File: src/sv/fau_pkg.sv
// Shared constants for the fraction arithmetic unit: field widths,
// command codes and status codes. No dependencies.
`timescale 1ns / 1ps

package fau_pkg;

   // default operand width; the top level hands it down as a parameter
   localparam int unsigned WORD_BITS_DEFAULT = 32;

   // fixed widths of the channel fields
   localparam int unsigned FIELD_BITS  = 32;
   localparam int unsigned CMD_BITS    = 2;
   localparam int unsigned STATUS_BITS = 2;

   // commands
   localparam logic [CMD_BITS-1:0] CMD_MUL    = 2'd0;
   localparam logic [CMD_BITS-1:0] CMD_ADD    = 2'd1;
   localparam logic [CMD_BITS-1:0] CMD_DIV    = 2'd2;
   localparam logic [CMD_BITS-1:0] CMD_REDUCE = 2'd3;

   // result status
   localparam logic [STATUS_BITS-1:0] STATUS_OK       = 2'd0;
   localparam logic [STATUS_BITS-1:0] STATUS_ZERO_DEN = 2'd1;
   localparam logic [STATUS_BITS-1:0] STATUS_OVERFLOW = 2'd2;

endpackage

File: src/sv/fau_divider.sv
// Restoring radix-2 divider, one quotient bit per cycle.
// Depends on fau_pkg for its default width; used by fraction_arithmetic_unit for the GCD reduction.
`timescale 1ns / 1ps

module fau_divider #(
   parameter int unsigned MAG_BITS = 2 * fau_pkg::WORD_BITS_DEFAULT
) (
   input  logic                clock,
   input  logic                reset,
   input  logic                start,
   input  logic [MAG_BITS-1:0] dividend,
   input  logic [MAG_BITS-1:0] divisor,
   output logic                done,
   output logic [MAG_BITS-1:0] quotient
);

   localparam int unsigned CNT_BITS = $clog2(MAG_BITS + 1);

   logic                busy_ff, busy_in;
   logic                done_ff, done_in;
   logic [CNT_BITS-1:0] cnt_ff, cnt_in;
   logic [MAG_BITS-1:0] quo_ff, quo_in;
   logic [MAG_BITS-1:0] rem_ff, rem_in;
   logic [MAG_BITS-1:0] dsr_ff, dsr_in;

   logic [MAG_BITS:0]   shifted;
   logic [MAG_BITS:0]   trial;

   // one shift-subtract step
   always_comb begin
      shifted = {rem_ff, quo_ff[MAG_BITS-1]};
      trial   = shifted - {1'b0, dsr_ff};
   end

   // iteration control
   always_comb begin
      busy_in = busy_ff;
      done_in = 1'b0;
      cnt_in  = cnt_ff;
      quo_in  = quo_ff;
      rem_in  = rem_ff;
      dsr_in  = dsr_ff;
      if (start) begin
         busy_in = 1'b1;
         cnt_in  = CNT_BITS'(MAG_BITS);
         quo_in  = dividend;
         rem_in  = '0;
         dsr_in  = divisor;
      end else if (busy_ff) begin
         if (!trial[MAG_BITS]) begin
            rem_in = trial[MAG_BITS-1:0];
            quo_in = {quo_ff[MAG_BITS-2:0], 1'b1};
         end else begin
            rem_in = shifted[MAG_BITS-1:0];
            quo_in = {quo_ff[MAG_BITS-2:0], 1'b0};
         end
         cnt_in = cnt_ff - 1'b1;
         if (cnt_ff == CNT_BITS'(1)) begin
            busy_in = 1'b0;
            done_in = 1'b1;
         end
      end
   end

   always_ff @(posedge clock) begin
      if (reset) begin
         busy_ff <= 1'b0;
         done_ff <= 1'b0;
         cnt_ff  <= '0;
      end else begin
         busy_ff <= busy_in;
         done_ff <= done_in;
         cnt_ff  <= cnt_in;
      end
      quo_ff <= quo_in;
      rem_ff <= rem_in;
      dsr_ff <= dsr_in;
   end

   assign done     = done_ff;
   assign quotient = quo_ff;

endmodule

File: config.mk
export PLATFORM = sky130hd
export DESIGN_NAME = fau_divider
export DESIGN_NICKNAME = d
export VERILOG_FILES = /design/src/sv/fau_pkg.sv /design/src/sv/fau_divider.sv
export SDC_FILE = /design/constraint.sdc
export NUM_CORES = 1
export LEC_CHECK = 0
export BUFFER_PORTS_ARGS = -buffer_cell sky130_fd_sc_hd__buf_4
export CAP_MARGIN = 10
export CORE_UTILIZATION = 45
export DETAILED_ROUTE_END_ITERATION = 12
export GPL_ROUTABILITY_DRIVEN = 0
export PLACE_DENSITY = 0.69
export SLEW_MARGIN = 20
export SYNTH_ARGS = -nofsm -noshare
export SYNTH_HDL_FRONTEND = slang
export SYNTH_SLANG_ARGS = --single-unit
File: constraint.sdc
create_clock -name clock -period 3.05 [get_ports clock]
set_clock_uncertainty 0.15 [all_clocks]
set_input_delay 0.7625 -clock clock [delete_from_list [all_inputs] [get_ports clock]]
set_output_delay 0.7625 -clock clock [all_outputs]
set_load 0.05 [all_outputs]
==> out/summary.txt, run 1 <==
status: finished, violations left
violated checks: setup timing
Clk pwr share: 0.319
Worst setup SP type: flip-flop
Ys Warns: 0
Setup Crit Path Kind: flip-flop to flip-flop
TritonCTS clock tree: built
Pwr Density: 534 nW/um^2
Syn Inst Count: 1187
num ports: 196
Syn Std Cell Area: 11900 um^2
fin crit share: 1.10
slowest cell delay on critical path: 0.47 ns
htree depth: 1
sequential power share: 0.369
final setup vio count: 65
Overall Power: 0.00894 W
final worst setup slack: -0.303 ns
initial core utilization: 0.458
largest net degree at the start of global routing: 60
Die Y: 165 um
Layout Nets: 1785
Vias: 10577
area leader, netlist: edfxtp_1
DP Wirelength: 24700 um
CP Data Arrival Time: 3.62 ns
layout cells sized above 1: 0.389
GRT Total Usage: 0.245
placed cell count: 1875
slew margin rel.: 0.583
most common cell in the netlist: edfxtp_1
GRT met2 Usage: 0.418
Clock transition at path regs: 0.06 ns
Syn Nets: 1385
Core Area: 26100 um^2
Overflow after GRT: 0
Post-synth ARST share: 0
WL per Instance: 17.4 um
Slew Viols, Final: 0
Crit path max-delay family: compound AO/OA/AOI/OAI gates
max_cap viols: 0
clk_lat worst skew: 0.54 ns
synth top area cells: edfxtp_1 (32%), dfxtp_1 (12%), ha_1 (6.9%)
vias in the first global route: 10490
unrepaired setup endpoints after global routing: yes
worst IR drop on VDD: 0.000603 V
fmax: 0.298 GHz
filler cell count: 2100
root buf cell: clkbuf_16
synthesized flop and latch total: 201
prevailing post-synth register cell: edfxtp_1
Die ar.: 27200 um^2
top post-synthesis cells by count: edfxtp_1 (128), nor2_1 (113), nand2_1 (82)
DRT Pass-1 Iters: 5
Die Wd: 165 um
NetSw: 0.00285 W
Crit Path Max Fanout: 4
fin crit period: 3.35 ns
antenna-violating nets left: 0
routing usage on met3: 0.0505
met1 Use GR: 0.304
Layout area overhead: 40.1%
number of hold buffers added after CTS: 0
final hold viol count: 0
IO buf count: 195
detailed router's first-iteration violation count: 564
Crit. End Element: flip-flop
# rows: 59
routed vias/inst: 5.45
wirelength, routed: 33800 um
Post-synth EDFFs: 128
Non-Filler Instances: 1940
first-pass GRT wire length: 52500 um
Seq/Total Area, Yosys: 0.444
Leakage: 7.30 nW
Switching Share: 0.318
Power Internal: 0.00609 W
clk sinks: 201
post-synthesis cell type count: 81
critical path depth: 12
Comb power frac: 0.312
Syn Area/Cell: 10.1 um^2
WP buf/inv: 0
R2R cell count: 12
hold depth: 2
actual slew at the worst max-slew pin: 0.617 ns
crit-path most repeated cell: o31a_1
initial antenna violation count: 0
global routing's busiest layer: met2
Worst path slowest cell: edfxtp_1
clock tree buffer depth: 3
worst path required time: 3.31 ns
Yosys top cell area share: 0.322
crit path cell chain: ha_4, fa_2, nor2b_2, o31a_1, o311a_4, o211ai_1, nand3_2, a31oi_4, o31a_1, o41ai_2, xor2_1, a221o_1
DRC Markers: 0
Antenna diodes: 0
CTS Buf Count: 24
Hold WC Path Type: input pin to flip-flop
## kinds of logic after synthesis
kind of cell | count (synthesis) | share of synthesized area
and+or+nand+nor | 302 | 0.118
buffers and inverters | 143 | 0.0502
xor gates and xnor gates | 64 | 0.0482
AOI/OAI and AO/OA | 308 | 0.176
adders and majority gates | 67 | 0.0708
DFF | 201 | 0.444
muxes | 102 | 0.0921
## cells in the final DEF, fill, tap and decap left out, types with 7 or more instances in the layout
| master | count |
|---|---|
| buf_4 | 408 |
| edfxtp_1 | 128 |
| nor2_1 | 110 |
| inv_1 | 77 |
| a21oi_1 | 75 |
| nand2_1 | 74 |
| dfxtp_1 | 72 |
| ha_1 | 64 |
| mux2_2 | 63 |
| o21ai_0 | 39 |
| xnor2_1 | 36 |
| mux2i_1 | 33 |
| a211oi_1 | 30 |
| xor2_1 | 26 |
| clkbuf_16 | 25 |
| a21o_1 | 23 |
| nand4_1 | 21 |
| nor3_1 | 21 |
| buf_6 | 14 |
| o21a_1 | 13 |
| a221o_1 | 12 |
| o21bai_1 | 11 |
| a211oi_2 | 11 |
| and2_1 | 10 |
| o21ai_1 | 10 |
| nand3_1 | 9 |
| buf_12 | 9 |
| a31oi_1 | 8 |
| nand2_2 | 8 |
| nor4_1 | 7 |
## worst paths after layout
check | startpoint | to | slack [ns]
setup / recovery | dsr_ff[0] | rem_ff[62] | -0.30
hold / removal | reset | busy_ff | 0.25
setup reg to reg | dsr_ff[0] | rem_ff[62] | -0.30
hold reg to reg | rem_ff[39] | rem_ff[39] | 0.32
## worst reg2reg max path, cell delays in order, from the launching register on
cell and delay (ns):
edfxtp_1 0.47, ha_4 0.21, fa_2 0.35, nor2b_2 0.16
o31a_1 0.18, o311a_4 0.22, o211ai_1 0.14, nand3_2 0.14
a31oi_4 0.11, o31a_1 0.31, o41ai_2 0.37, xor2_1 0.12
a221o_1 0.32
## final cells by class
class	count	area, um^2	share of cell area
multi-input cells	843	6400	0.383
repair buffers	436	3500	0.209
clock inverters	11	78.8	0.00471
inverters	81	304	0.0182
well taps	335	419	0.0251
clock buffers	33	716	0.0428
flip-flops and latches	201	5310	0.317
## flip-flops by register name, indices dropped and copies added (netlist names)
register,count
done,1
quotient,64
dsr_ff,64
cnt_ff,7
busy_ff,1
rem_ff,64
## power groups by stage
stage | logic, W | clock network (W) | registers, W
after floorplan | 0.00126 | 0 | 0.00364
after global placement | 0.00255 | 0 | 0.00335
after detailed placement | 0.00258 | 0 | 0.00335
after CTS | 0.00269 | 0.00292 | 0.00330
after global routing | 0.00300 | 0.00301 | 0.00333
final | 0.00279 | 0.00285 | 0.00330
## per-layer routing
layer	wire [um]	share of wire	vias to the layer above
li1	-	-	5178
met1	14300	0.42	4995
met2	16200	0.48	341
met3	2260	0.067	63
met4	975	0.029	0
met5	0	0	-
## metrics by stage
stage,setup WS (ns),area (um^2),setup TNS [ns],utilization,hold WS [ns]
final,-0.303,16700,-11.71,0.642,0.249
after global routing,-0.399,16700,-20.84,0.642,0.234
after CTS,-0.298,16400,-14.21,0.631,0.230
after detailed placement,-0.426,15300,-15.73,0.588,0.317
after global placement,-0.537,15300,-13.28,0.588,0.306
after floorplan,-0.407,12000,-22.15,-,0.295
## what timing repair did
action | in CTS | in global routing
setup buffers | 8 | 12
pin swaps | 23 | 21
cloned | 2 | 1
endpoints found under the setup margin | 65 | 65
gates resized for setup | 43 | 57
(Power assumes the default switching activity.)
==> inputs of run 2 (changes only) <==
Settings changed: CELL_PAD_IN_SITES_DETAIL_PLACEMENT set to 1, CELL_PAD_IN_SITES_GLOBAL_PLACEMENT set to 1, CORE_ASPECT_RATIO set to 1.4, CORE_UTILIZATION 45 to 40, PLACE_DENSITY 0.69 to unset, PLACE_DENSITY_LB_ADDON set to 0.1.
==> out/summary.txt, run 2 (synthesized netlist as in run 1, its figures left out) <==
status: finished, violations left (unchanged)
violated checks: setup timing (unchanged)
largest net degree at the start of global routing: 91 (was 60)
initial core utilization: 0.408 (was 0.458)
routed vias/inst: 5.39 (was 5.45)
clk sinks: 201 (unchanged)
IO buf count: 195 (unchanged)
wirelength, routed: 38300 um (was 33800 um)
Die Y: 206 um (was 165 um)
DRC Markers: 0 (unchanged)
DRT Pass-1 Iters: 4 (was 5)
vias in the first global route: 11845 (was 10490)
htree depth: 1 (unchanged)
Clock transition at path regs: 0.07 ns (was 0.06 ns)
Overall Power: 0.00911 W (was 0.00894 W)
filler cell count: 3246 (was 2100)
Pwr Density: 539 nW/um^2 (was 534 nW/um^2)
Overflow after GRT: 0 (unchanged)
slew margin rel.: 0.554 (was 0.583)
worst r2r src: dsr_ff[27] (was dsr_ff[0])
Leakage: 7.39 nW (was 7.30 nW)
GRT Total Usage: 0.246 (was 0.245)
Hold WC Path Type: input pin to flip-flop (unchanged)
Core Area: 29300 um^2 (was 26100 um^2)
Die Wd: 148 um (was 165 um)
actual slew at the worst max-slew pin: 0.666 ns (was 0.617 ns)
CP startpoint: dsr_ff[27] (was dsr_ff[0])
crit path cell chain: inv_1, ha_1, buf_4, nand2_1, nor3_4, buf_4, a2111oi_2, buf_4, nand3_2, a31oi_4, o31a_1, o41ai_2, xor2_1, a221o_1 (was ha_4, fa_2, nor2b_2, o31a_1, o311a_4, o211ai_1, nand3_2, a31oi_4, o31a_1, o41ai_2, xor2_1, a221o_1)
CTS Buf Count: 24 (unchanged)
hold_sp: divisor[31] (was reset)
unrepaired setup endpoints after global routing: yes (unchanged)
multi-input logic area: 6480 um^2 (was 6400 um^2)
Worst path slowest cell: a2111oi_2 (was edfxtp_1)
final setup vio count: 65 (unchanged)
antenna-violating nets left: 0 (unchanged)
Vias: 10763 (was 10577)
most frequent cells in the layout: buf_4 (431), edfxtp_1 (128), nor2_1 (110) (was buf_4 (408), edfxtp_1 (128), nor2_1 (110))
Layout area overhead: 41.6% (was 40.1%)
WL per Instance: 19.2 um (was 17.4 um)
Slew Viols, Final: 0 (unchanged)
layout cells sized above 1: 0.395 (was 0.389)
Crit Path Max Fanout: 3 (was 4)
# rows: 74 (was 59)
Crit. End Element: flip-flop (unchanged)
Die ar.: 30600 um^2 (was 27200 um^2)
TritonCTS clock tree: built (unchanged)
worst IR drop on VDD: 0.000502 V (was 0.000603 V)
Antenna diodes: 0 (unchanged)
initial antenna violation count: 0 (unchanged)
num ports: 196 (unchanged)
fin crit period: 3.37 ns (was 3.35 ns)
register area: 5310 um^2 (unchanged)
fin crit share: 1.11 (was 1.10)
root buf cell: clkbuf_16 (unchanged)
TNS Setup: -14.07 ns (was -11.71 ns)
Setup Crit Path Kind: flip-flop to flip-flop (unchanged)
worst path required time: 3.32 ns (was 3.31 ns)
most common cell after layout, fill and taps aside: buf_4 (unchanged)
CP Data Arrival Time: 3.64 ns (was 3.62 ns)
Layout Nets: 1797 (was 1785)
first-pass GRT wire length: 59300 um (was 52500 um)
slowest cell delay on critical path: 0.42 ns (was 0.47 ns)
DP Wirelength: 28000 um (was 24700 um)
final worst setup slack: -0.322 ns (was -0.303 ns)
WP buf/inv: 4 (was 0)
fmax: 0.297 GHz (was 0.298 GHz)
Crit path max-delay family: compound AO/OA/AOI/OAI gates (unchanged)
final hold viol count: 0 (unchanged)
hold slack: 0.248 ns (was 0.249 ns)
clk_lat worst skew: 0.54 ns (about the same)
clock tree buffer depth: 3 (unchanged)
crit-path most repeated cell: buf_4 (was o31a_1)
Worst setup SP type: flip-flop (unchanged)
detailed router's first-iteration violation count: 429 (was 564)
post-layout util: 0.578 (was 0.642)
max_cap viols: 0 (unchanged)
## run 2: cell count changes in the layout (fill, tap and decap cells not counted), moves of 4 or more
| cell | change |
|---|---|
| nand2_1 | +4 |
| buf_6 | -7 |
| nand2_2 | -4 |
| clkbuf_1 | +4 |
| ha_1 | -4 |
| buf_4 | +23 |
## run 2: path summary, 6_finish.rpt
kind | to | slack (ns) | cells past startpoint
max reg2reg | rem_ff[62] | -0.32 | 14
min reg2reg | rem_ff[49] | 0.34 | 2
max | rem_ff[62] | -0.32 | 14
min | dsr_ff[31] | 0.25 | 1
## run 2: per-layer routing
metal / track usage / wire length, um
met5: 0 / 0
met1: 0.257 / 14700
met3: 0.0419 / 1470
met4: 0.108 / 1320
met2: 0.476 / 20800
## run 2: final cells by class
type,instances,area share
inverters,81,0.0180
well taps,380,0.0281
repair buffers,448,0.209
clock inverters,8,0.00629
clock buffers,35,0.0409
flip-flops and latches,201,0.314
multi-input cells,843,0.384
## run 2: per-stage QoR
stage / area (um^2) / cells / setup WS, ns
after floorplan: 12000 / 1187 / -0.407
after global placement: 15400 / 1935 / -0.531
after detailed placement: 15400 / 1935 / -0.507
after CTS: 16600 / 1988 / -0.313
after global routing: 16900 / 1996 / -0.450
final: 16900 / 1996 / -0.322
## run 2: worst register-to-register path, delay by kind of cell, from the launching register on
family,cells,cell delay (ns)
and+or+nand+nor,3,0.38
buffers and inverters,4,0.56
xor gates and xnor gates,1,0.18
DFF,1,0.37
adders and majority gates,1,0.26
AOI/OAI and AO/OA,5,1.36
## run 2: power breakdown
part	switching, W	internal, W	total (W)
sequential	0.000131	0.00316	0.00329
combinational	0.00159	0.00132	0.00291
clock	0.00117	0.00174	0.00291
total	0.00289	0.00622	0.00911
## run 2: timing repair
item / in CTS / in global routing
cloned: 3 / 2
setup buffers: 7 / 9
hold buffers: 0 / 0
setup endpoints to repair: 65 / 65
gates resized for setup: 48 / 57
pin swaps: 40 / 40
